`src/sv/oale_pkg.sv`:
```
// Package for the ordered array list engine.
// Holds sizing constants, command codes and the transaction and internal port types.
// No dependencies.
package oale_pkg;

    localparam int CAPACITY = 16;
    localparam int IDX_W    = $clog2(CAPACITY);
    localparam int CNT_W    = $clog2(CAPACITY + 1);
    localparam int POS_W    = 8;
    localparam int CMP_W    = (CNT_W > POS_W) ? CNT_W : POS_W;
    localparam int VAL_W    = 32;

    localparam logic [1:0] CMD_APPEND = 2'd0;
    localparam logic [1:0] CMD_INSERT = 2'd1;
    localparam logic [1:0] CMD_REMOVE = 2'd2;
    localparam logic [1:0] CMD_SEARCH = 2'd3;

    typedef struct packed {
        logic [1:0]         command;
        logic [POS_W-1:0]   position;
        logic signed [31:0] value;
    } t_in;

    typedef struct packed {
        logic       success;
        logic [3:0] found_index;
        logic [4:0] entry_count;
    } t_out;

    typedef struct packed {
        logic             valid;
        t_out             data;
    } t_res;

    typedef struct packed {
        logic             we;
        logic [IDX_W-1:0] waddr;
        logic [VAL_W-1:0] wdata;
        logic [IDX_W-1:0] raddr;
    } t_mem_req;

endpackage

```
`src/sv/ordered_array_list_engine_top.sv`:
```
// Append writes at the end of the list; insert shifts the entries at and above position up
// one place before writing; remove shifts the entries above position down; search compares
// from index 0 upward. One transaction at a time; the next is taken in the cycle after the
// result leaves the sequencer. Each shift or compare step is a memory read, then its use.
// Reset (i_rst_n, synchronous, active low) empties the list; entries are not cleared.
module ordered_array_list_engine_top import oale_pkg::*; (
    input  logic i_clk,
    input  logic i_rst_n,
    input  logic i_in_valid,
    output logic o_in_ready,
    input  t_in  i_in_data,
    output logic o_out_valid,
    input  logic i_out_ready,
    output t_out o_out_data
);

    t_res             res;
    logic             res_ready;
    t_mem_req         mem_req;
    logic [VAL_W-1:0] rdata;
    logic             r_out_valid;
    t_out             r_out_data;

    oale_ctrl u_ctrl (
        .i_clk       (i_clk),
        .i_rst_n     (i_rst_n),
        .i_in_valid  (i_in_valid),
        .o_in_ready  (o_in_ready),
        .i_in_data   (i_in_data),
        .o_res       (res),
        .i_res_ready (res_ready),
        .o_mem       (mem_req),
        .i_rdata     (rdata)
    );

    oale_mem u_mem (
        .i_clk   (i_clk),
        .i_req   (mem_req),
        .o_rdata (rdata)
    );

    assign res_ready = !r_out_valid || i_out_ready;

    always_ff @(posedge i_clk) begin
        if (!i_rst_n) begin
            r_out_valid <= 1'b0;
        end else if (res_ready) begin
            r_out_valid <= res.valid;
        end
        if (res_ready && res.valid) begin
            r_out_data <= res.data;
        end
    end

    assign o_out_valid = r_out_valid;
    assign o_out_data  = r_out_data;

endmodule

```
`src/sv/oale_mem.sv`:
```
// Entry storage: one write port, one read port with registered read data.
// Depends on oale_pkg.
module oale_mem import oale_pkg::*; (
    input  logic             i_clk,
    input  t_mem_req         i_req,
    output logic [VAL_W-1:0] o_rdata
);

    logic [VAL_W-1:0] r_mem [CAPACITY];
    logic [VAL_W-1:0] r_rdata;

    always_ff @(posedge i_clk) begin
        if (i_req.we) begin
            r_mem[i_req.waddr] <= i_req.wdata;
        end
        r_rdata <= r_mem[i_req.raddr];
    end

    assign o_rdata = r_rdata;

endmodule

```
`src/sv/oale_ctrl.sv`:
```
// Command sequencer: steps one entry at a time for shift and search (read in S_HEAD, use in S_STEP).
// Depends on oale_pkg; drives oale_mem.
module oale_ctrl import oale_pkg::*; (
    input  logic             i_clk,
    input  logic             i_rst_n,
    input  logic             i_in_valid,
    output logic             o_in_ready,
    input  t_in              i_in_data,
    output t_res             o_res,
    input  logic             i_res_ready,
    output t_mem_req         o_mem,
    input  logic [VAL_W-1:0] i_rdata
);

    typedef enum logic [1:0] {
        S_IDLE,
        S_HEAD,
        S_STEP,
        S_DONE
    } t_state;

    t_state             r_state, n_state;
    logic [1:0]         r_cmd, n_cmd;
    logic [POS_W-1:0]   r_pos, n_pos;
    logic [VAL_W-1:0]   r_val, n_val;
    logic [CNT_W-1:0]   r_count, n_count;
    logic [CNT_W-1:0]   r_idx, n_idx;
    t_out               r_out, n_out;

    logic [CMP_W-1:0]   pos_x, cnt_x, idx_x;
    logic [CNT_W:0]     idx_p1;
    logic               full;

    assign pos_x  = CMP_W'(r_pos);
    assign cnt_x  = CMP_W'(r_count);
    assign idx_x  = CMP_W'(r_idx);
    assign idx_p1 = {1'b0, r_idx} + (CNT_W+1)'(1);
    assign full   = (r_count >= CNT_W'(CAPACITY));

    always_comb begin
        n_state = r_state;
        n_cmd   = r_cmd;
        n_pos   = r_pos;
        n_val   = r_val;
        n_count = r_count;
        n_idx   = r_idx;
        n_out   = r_out;
        o_mem.we    = 1'b0;
        o_mem.waddr = r_idx[IDX_W-1:0];
        o_mem.wdata = i_rdata;
        o_mem.raddr = r_idx[IDX_W-1:0];

        case (r_state)
            S_IDLE: begin
                if (i_in_valid) begin
                    n_cmd   = i_in_data.command;
                    n_pos   = i_in_data.position;
                    n_val   = i_in_data.value;
                    n_state = S_HEAD;
                    case (i_in_data.command)
                        CMD_INSERT: n_idx = r_count;
                        CMD_REMOVE: n_idx = CNT_W'(i_in_data.position);
                        default:    n_idx = '0;
                    endcase
                end
            end
            S_HEAD: begin
                n_out.success     = 1'b0;
                n_out.found_index = '0;
                case (r_cmd)
                    CMD_APPEND, CMD_INSERT: begin
                        if (r_cmd == CMD_INSERT && pos_x < cnt_x) begin
                            if (full) begin
                                n_state = S_DONE;
                            end else if (idx_x > pos_x) begin
                                o_mem.raddr = IDX_W'(r_idx - CNT_W'(1));
                                n_state     = S_STEP;
                            end else begin
                                o_mem.we    = 1'b1;
                                o_mem.waddr = r_pos[IDX_W-1:0];
                                o_mem.wdata = r_val;
                                n_count     = r_count + CNT_W'(1);
                                n_out.success = 1'b1;
                                n_state     = S_DONE;
                            end
                        end else if (full) begin
                            n_state = S_DONE;
                        end else begin
                            o_mem.we      = 1'b1;
                            o_mem.waddr   = r_count[IDX_W-1:0];
                            o_mem.wdata   = r_val;
                            n_count       = r_count + CNT_W'(1);
                            n_out.success = 1'b1;
                            n_state       = S_DONE;
                        end
                    end
                    CMD_REMOVE: begin
                        if (pos_x >= cnt_x) begin
                            n_state = S_DONE;
                        end else if (idx_p1 < {1'b0, r_count}) begin
                            o_mem.raddr = idx_p1[IDX_W-1:0];
                            n_state     = S_STEP;
                        end else begin
                            n_count       = r_count - CNT_W'(1);
                            n_out.success = 1'b1;
                            n_state       = S_DONE;
                        end
                    end
                    default: begin
                        if (r_idx < r_count) begin
                            o_mem.raddr = r_idx[IDX_W-1:0];
                            n_state     = S_STEP;
                        end else begin
                            n_state = S_DONE;
                        end
                    end
                endcase
                n_out.entry_count = 5'(n_count);
            end
            S_STEP: begin
                n_state = S_HEAD;
                case (r_cmd)
                    CMD_INSERT: begin
                        o_mem.we = 1'b1;
                        n_idx    = r_idx - CNT_W'(1);
                    end
                    CMD_REMOVE: begin
                        o_mem.we = 1'b1;
                        n_idx    = idx_p1[CNT_W-1:0];
                    end
                    default: begin
                        if (i_rdata == r_val) begin
                            n_out.success     = 1'b1;
                            n_out.found_index = 4'(r_idx);
                            n_out.entry_count = 5'(r_count);
                            n_state           = S_DONE;
                        end else begin
                            n_idx = idx_p1[CNT_W-1:0];
                        end
                    end
                endcase
            end
            S_DONE: begin
                if (i_res_ready) begin
                    n_state = S_IDLE;
                end
            end
            default: n_state = S_IDLE;
        endcase
    end

    always_ff @(posedge i_clk) begin
        if (!i_rst_n) begin
            r_state <= S_IDLE;
            r_count <= '0;
        end else begin
            r_state <= n_state;
            r_count <= n_count;
        end
        r_cmd <= n_cmd;
        r_pos <= n_pos;
        r_val <= n_val;
        r_idx <= n_idx;
        r_out <= n_out;
    end

    assign o_in_ready = (r_state == S_IDLE);
    assign o_res.valid = (r_state == S_DONE);
    assign o_res.data  = r_out;

endmodule
```
`config.mk`:
```
export PLATFORM = sky130hd
export DESIGN_NAME = ordered_array_list_engine_top
export DESIGN_NICKNAME = d
export VERILOG_FILES = /design/src/sv/oale_pkg.sv /design/src/sv/ordered_array_list_engine_top.sv /design/src/sv/oale_mem.sv /design/src/sv/oale_ctrl.sv
export SDC_FILE = /design/constraint.sdc
export NUM_CORES = 1
export LEC_CHECK = 0
export ABC_AREA = 1
export BUFFER_PORTS_ARGS = -buffer_cell sky130_fd_sc_hd__buf_2
export CAP_MARGIN = 20
export CORE_MARGIN = 1.5
export CORE_UTILIZATION = 30
export CTS_BUF_LIST = sky130_fd_sc_hd__clkbuf_4 sky130_fd_sc_hd__clkbuf_8
export CTS_CLUSTER_DIAMETER = 50
export CTS_CLUSTER_SIZE = 8
export DETAILED_ROUTE_END_ITERATION = 8
export SLEW_MARGIN = 10
export SYNTH_ARGS = -nofsm -noshare
export SYNTH_HDL_FRONTEND = slang
export SYNTH_SLANG_ARGS = --single-unit
```
`constraint.sdc`:
```
create_clock -name i_clk -period 8.27 [get_ports i_clk]
set_input_delay 0.827 -clock i_clk [delete_from_list [all_inputs] [get_ports i_clk]]
set_output_delay 0.827 -clock i_clk [all_outputs]
set_load 0.01 [all_outputs]
```
### After elaboration in Yosys (flattened, before gate mapping)

Memories as Yosys holds them, arrays and structs flattened. A register that Yosys moved wholly into a read port is not among the register bits.
Cells that the tools add are included.

* input port bits: 46
* RAM bits: 512
* logic and storage cells: 100
* output and inout bits: 12
* memories kept: 1
* register bits: 75

* reduce and logical (&&, ||, !) cells: 14
* muxes and demuxes: 49
* order comparisons: 6
* add/sub/neg operators: 4
* equal/unequal tests: 13

Memories
* u_mem.r_mem: words 16, width 32, rd ports 1, clocked after memory_dff 1, write ports 1, RTL line oale_mem.sv:9 `logic [VAL_W-1:0] r_mem [CAPACITY];`

Operator list (count)
* 37-bit two-way mux: 4
* 41-bit two-way mux: 1
* 40-bit two-way mux: 1
* 5-bit two-way mux: 8
* 5-bit one-hot mux with 2 select lines: 4
* 32-bit == test: 1
* 10-bit two-way mux: 2
* 10-bit one-hot mux with 2 select lines: 1
* 4-bit two-way mux: 4
* 1-bit two-way mux: 14
* 2-bit two-way mux: 5
* 5-bit by 1-bit subtractor with 5-bit output (second input constant): 2
* 2-bit == test (second input constant): 4
* 8-bit by 5-bit >= comparator with 1-bit output: 1
* 5-bit by 8-bit greater-than comparator with 1-bit output: 1
* 8-bit by 5-bit less-than comparator with 1-bit output: 1
* 2-bit one-hot mux with 4 select lines: 1
* 4-bit one-hot mux with 2 select lines: 1
* 5-bit by 1-bit adder with 6-bit output (second input constant): 1
* 2-bit by 1-bit == test with 1-bit output (second input constant): 3
* 6-bit by 5-bit less-than comparator with 1-bit output: 1
* 3-bit AND reduction: 2
* 5-bit by 1-bit adder with 5-bit output (second input constant): 1
* 5-bit >= comparator (second input constant): 1
* other kinds (13): 21

### Depth between registers and ports, before layout

* word-level depth: 8
* gate-level depth with buffers: 26
* depth with buffers taken out: 23

### Hierarchy

From an unflattened synthesis, not the netlist that was laid out.

* cells, all modules: 2962
* area, all modules: 28840.2 µm²

By module, submodules not included
* oale_mem: seq. area each 16015.4 µm², cells an instance 2120, area each 22730.6 µm², instances 1
* oale_ctrl: seq. area each 1851.8 µm², cells an instance 825, area each 5758.0 µm², instances 1
* ordered_array_list_engine_top: seq. area each 320.3 µm², cells an instance 17, area each 351.6 µm², instances 1

### Worst setup path before layout

No wires, ideal clock.

* kind: register to register
* start point: register u_ctrl.r_count[4]
* end point: memory u_mem.r_mem[12][0] (enable)
* clock period less this slack: 4.112 ns
* path slack: 4.158 ns
* data required time: 7.849 ns
* buffers on the path: 3
* data arrival time: 3.691 ns
* setup time: 0.421 ns
* stages on the path, launching flop included: 15
* path through: dfxtp_1 > inv_1 > clkbuf_1 > buf_1 > ha_1 > nand2_1 > nand3_2 > buf_2 > o211ai_1 > nand3_1 > o21ai_0 > inv_1 > nor2_1 > nand2_1 > nor2_1

* longest elaborated chain between the ends: 7
* elaborated cells on any way between the ends: 11
* those cells by class: order compare (2); mux (8); reduce/logical (1)

Ends and longest elaborated chain
* start, declared: RTL line oale_ctrl.sv:26 `logic [CNT_W-1:0] r_count, n_count;`
* start signal, assigned: RTL line oale_ctrl.sv:158 `r_count <= n_count;`
* 8-bit by 5-bit less-than comparator with 1-bit output / 5-bit >= comparator (equally long branches): RTL line oale_ctrl.sv:72, oale_ctrl.sv:38
* 1-bit logical AND, or another cell as far along: RTL line oale_ctrl.sv:72 `if (r_cmd == CMD_INSERT && pos_x < cnt_x) begin`
* 37-bit two-way mux *: RTL line oale_ctrl.sv:72
* 37-bit two-way mux *: RTL line oale_ctrl.sv:70 `case (r_cmd)`
* 1-bit one-hot mux with 2 select lines: RTL line oale_ctrl.sv:53 `case (r_state)`
* 1-bit two-way mux: RTL line oale_mem.sv:13 `if (i_req.we) begin`
* 1-bit two-way mux (not written as such): RTL line oale_mem.sv:14 `r_mem[i_req.waddr] <= i_req.wdata;`
* end, declared: RTL line oale_mem.sv:9

Mark *: on every way between the ends. The rest lies on a longest branch, timed or not.

### Final worst setup path

* start point: register u_ctrl.r_count[2]
* end point: register u_mem.r_rdata[8] (netlist: u_mem.o_rdata[8]) (read register of u_mem.r_mem)

* longest elaborated chain between the ends: 5
* elaborated cells on any way between the ends: 11
* those cells by class: order compare (4); mux (6); reduce/logical (1)

Ends and longest elaborated chain
* 8-bit by 5-bit less-than comparator with 1-bit output, or another cell as far along: RTL line oale_ctrl.sv:72
* 1-bit logical AND, or another cell as far along: RTL line oale_ctrl.sv:72
* 4-bit two-way mux, on equally long branches: RTL line oale_ctrl.sv:72, oale_ctrl.sv:98
* 4-bit one-hot mux with 2 select lines *: RTL line oale_ctrl.sv:70
* 40-bit two-way mux *: RTL line oale_ctrl.sv:53
* end, declared: RTL line oale_mem.sv:10 `logic [VAL_W-1:0] r_rdata;`

Marks and branches as above.
A chain may end at the register's enable or synchronous reset.

==> flow_summary.ini <==
[power]
power.internal_mw = 6.48
pwr-share-seq_pct = 39.9
comb_power_share_pct = 36.5
power_per_cell_area_mw_per_mm2 = 331
ir_drop_mv = 0.332
p_leak_nw = 13.0
power_mw = 10.7
p_sw_share_pct = 39.2
p_switching_mw = 4.18
p_clk_share_pct = 23.6

[place]
place.detailed.hpwl_mm = 39.7
dp_cells = 4096
io_buffer_count = 57
place_congestion = 0.885
dp_slack_ns = 2.77

[min_path]
hp-class = in2reg

[sta]
period_share_pct = 66.4
rsz0062_at_grt = false
setup_viol_count_final = 0
tightest_slew_ns = 1.15
fin_crit_ns = 5.49
finClkSkew_ns = 0.0301
fmax_ghz = 0.182
hold_viol_final = 0
max_slew_margin_pct = 23.1
final.setup.worst_slack_ns = 2.78
slew_violations = 0
setup-tns-final_ns = 0

[setup_path]
start_kind = flop
path_max_fanout = 115
cp_cell_sequence = clkinv_1 -> ha_1 -> nand2_1 -> inv_1 -> nand2_1 -> nand2_1 -> nand2_1 -> nand3_2 -> buf_4 -> nor2_4 -> nand2_1 -> nand3_1 -> nand2_8 -> nand2_8 -> buf_16 -> buf_4 -> nand2_1 -> nand3_1 -> nand3_1 -> nand3_1 -> nand2_1
arrival_ns = 6.07
path_class = reg2reg
crit_slowest_cell = nand2_8
critical_path_required_ns = 8.84
crit_top_cell = nand2_1
slowest_delay_ns = 0.57
critPathCaptureType = flop

[layout]
post-route-util_pct = 34.0
fin_nets = 3008
fillers = 9617
drive_gt1_share_pct = 11.0
fin_cells = 4272
syn_to_final_growth_pct = 12.7

[synth]
synth_fa_ha_area_share_pct = 1.40
synth_simple_gate_area_share_pct = 21.8
async_flop_share_pct = 0
synth_seq_cells = 619
synthFlopType = edfxtp_1
synthMuxAreaShare_pct = 0
synth_xor_xnor_area_share_pct = 0.736
syn_inst = 2881
synth_top_family_by_area = simple AND/OR/NAND/NOR gates
syn_area_mm2 = 0.0286
synth_edf_count = 579
yosysUniqueCellTypes = 39
synth_compound_area_share_pct = 4.53
ys_seq_area_share_pct = 63.7
syn_nets = 2959
yosysWarningCount = 0
avgSynthCellArea_um2 = 9.92

[clock_network]
cts-htree-levels = 3
cts_buffer_depth = 3
numCtsBuffers = 89
root_buffer = clkbuf_8
clock-sinks = 619
cts_hold_buf = 0
cts_tree = yes
insertion_delay_ns = 0.70
clk_pin_slew_ns = 0.06
cts_setup_buffers = 0
postCtsResizedCells = 0

[run_status]
outcome = finished clean

[grt]
grt_pass1_vias = 19500
grt_pass1_wl_mm = 120
grt_use_total_pct = 16.0
grt_start_max_net_pins = 201
antenna_found_initial = 2
grt_overflow = 0

[drt]
drc = 0
wl_mm = 79.5
ant_nets = 0
viasPerCell = 4.89
vias = 20900
drt_iter0_drc = 2073
routedWlPerCell_um = 18.6
first_pass_iters = 6

[floorplan]
fp.dieH_um = 312
rows = 113
io_pins = 58
die_area_mm2 = 0.0971
start_util_pct = 30.2
die_w_um = 312
core_mm2 = 0.0947

[flow_run]
drv_cap = 0
metal layers:
metal  track usage [%]  vias up  wire, um
li1                  -     9835         -
met1              22.3     9981     34900
met2              25.4      947     36000
met3              2.43      141      6490
met4              5.76        2      2030
met5                 0        -        13
synth_stat cells (5+ instances only):
cell,count,area share (%)
dfxtp_1,40,2.8
nand2_1,737,9.7
xor2_1,14,0.43
clkbuf_1,53,0.70
o21ai_0,124,2.2
nand4_1,9,0.20
xnor2_1,10,0.31
buf_2,77,1.3
o221ai_1,7,0.21
edfxtp_1,579,61
nor3_1,5,0.088
a21oi_1,53,0.93
buf_4,23,0.60
buf_1,12,0.16
nand3_1,607,11
inv_1,375,4.9
ha_1,32,1.4
nor2_1,53,0.70
o22ai_1,11,0.24
o211ai_1,21,0.55
worst paths after layout:
path / slack (ns) / start / cells past startpoint / to
worst max-delay path: 2.78 / u_ctrl.r_count[2]$_SDFFE_PN0N_ / 21 / u_mem.o_rdata[8]$_DFF_P_
worst min register to register: 0.42 / u_ctrl.o_res[3]$_DFFE_PP_ / 0 / o_out_data[3]$_DFFE_PP_
worst max register to register: 2.78 / u_ctrl.r_count[2]$_SDFFE_PN0N_ / 21 / u_mem.o_rdata[8]$_DFF_P_
worst min-delay path: 0.30 / i_in_data[26] / 1 / u_ctrl.r_val[26]$_DFFE_PP_
cell type report:
type	instances	area [um^2]	share of cell area (%)
Clock buffer	157	1740	5.41
Timing Repair Buffer	125	853	2.65
Sequential cell	619	18200	56.5
Inverter	380	1430	4.43
Clock inverter	10	97.6	0.303
Antenna cell	1	2.50	0.00777
Tap cell	1265	1580	4.91
Multi-Input combinational cell	1715	8310	25.8
placed cells by master, fill, tap and decap left out, drive strengths merged, types with 9 or more instances in the layout:
cell type / n
buf: 122
inv: 380
nand4: 9
dfxtp: 40
nor2: 58
clkbuf: 160
nand3: 611
o21ai: 129
nand2: 740
o22ai: 11
xor2: 14
ha: 32
a21oi: 54
xnor2: 10
o211ai: 21
edfxtp: 579
clkinv: 9
power groups by stage:
stage	clock network, mW	logic [mW]	registers, mW
CTS	2.57	3.84	4.25
detailed placement	0	3.83	4.31
global route	2.69	4.31	4.27
finish	2.51	3.89	4.25
floorplan	0	2.69	4.24
global placement	0	3.79	4.32
stage by stage:
step                      hold slack (ns)  instance area, um^2
after floorplan                     0.400                28600
after global placement              0.401                30300
after detailed placement            0.405                30300
after CTS                           0.254                32100
after global routing                0.277                32200
final                               0.304                32200
logic make-up after synthesis:
family | Yosys count
AND/OR/NAND/NOR | 1428
flip-flops | 619
adder cells (fa/ha/maj) | 32
AO/OA/AOI/OAI | 231
buffers and inverters | 547
XOR/XNOR | 24
worst max-delay path, delay by kind of cell (launching register included):
family                     cells  cell delay, ns
buffers and inverters          5            1.69
DFF                            1            0.40
and+or+nand+nor               15            2.71
adders and majority gates      1            0.39
registers in the layout (all words and copies together) (netlist names):
register and count:
u_ctrl.r_idx 5, u_mem.r_mem 512, o_out_valid 1, u_ctrl.r_cmd 2
u_ctrl.r_count 5, u_ctrl.pos_x 8, o_out_data 10, u_ctrl.r_state 2
u_ctrl.o_res 10, u_ctrl.r_val 32, u_mem.o_rdata 32
(Power assumes the default switching activity.)
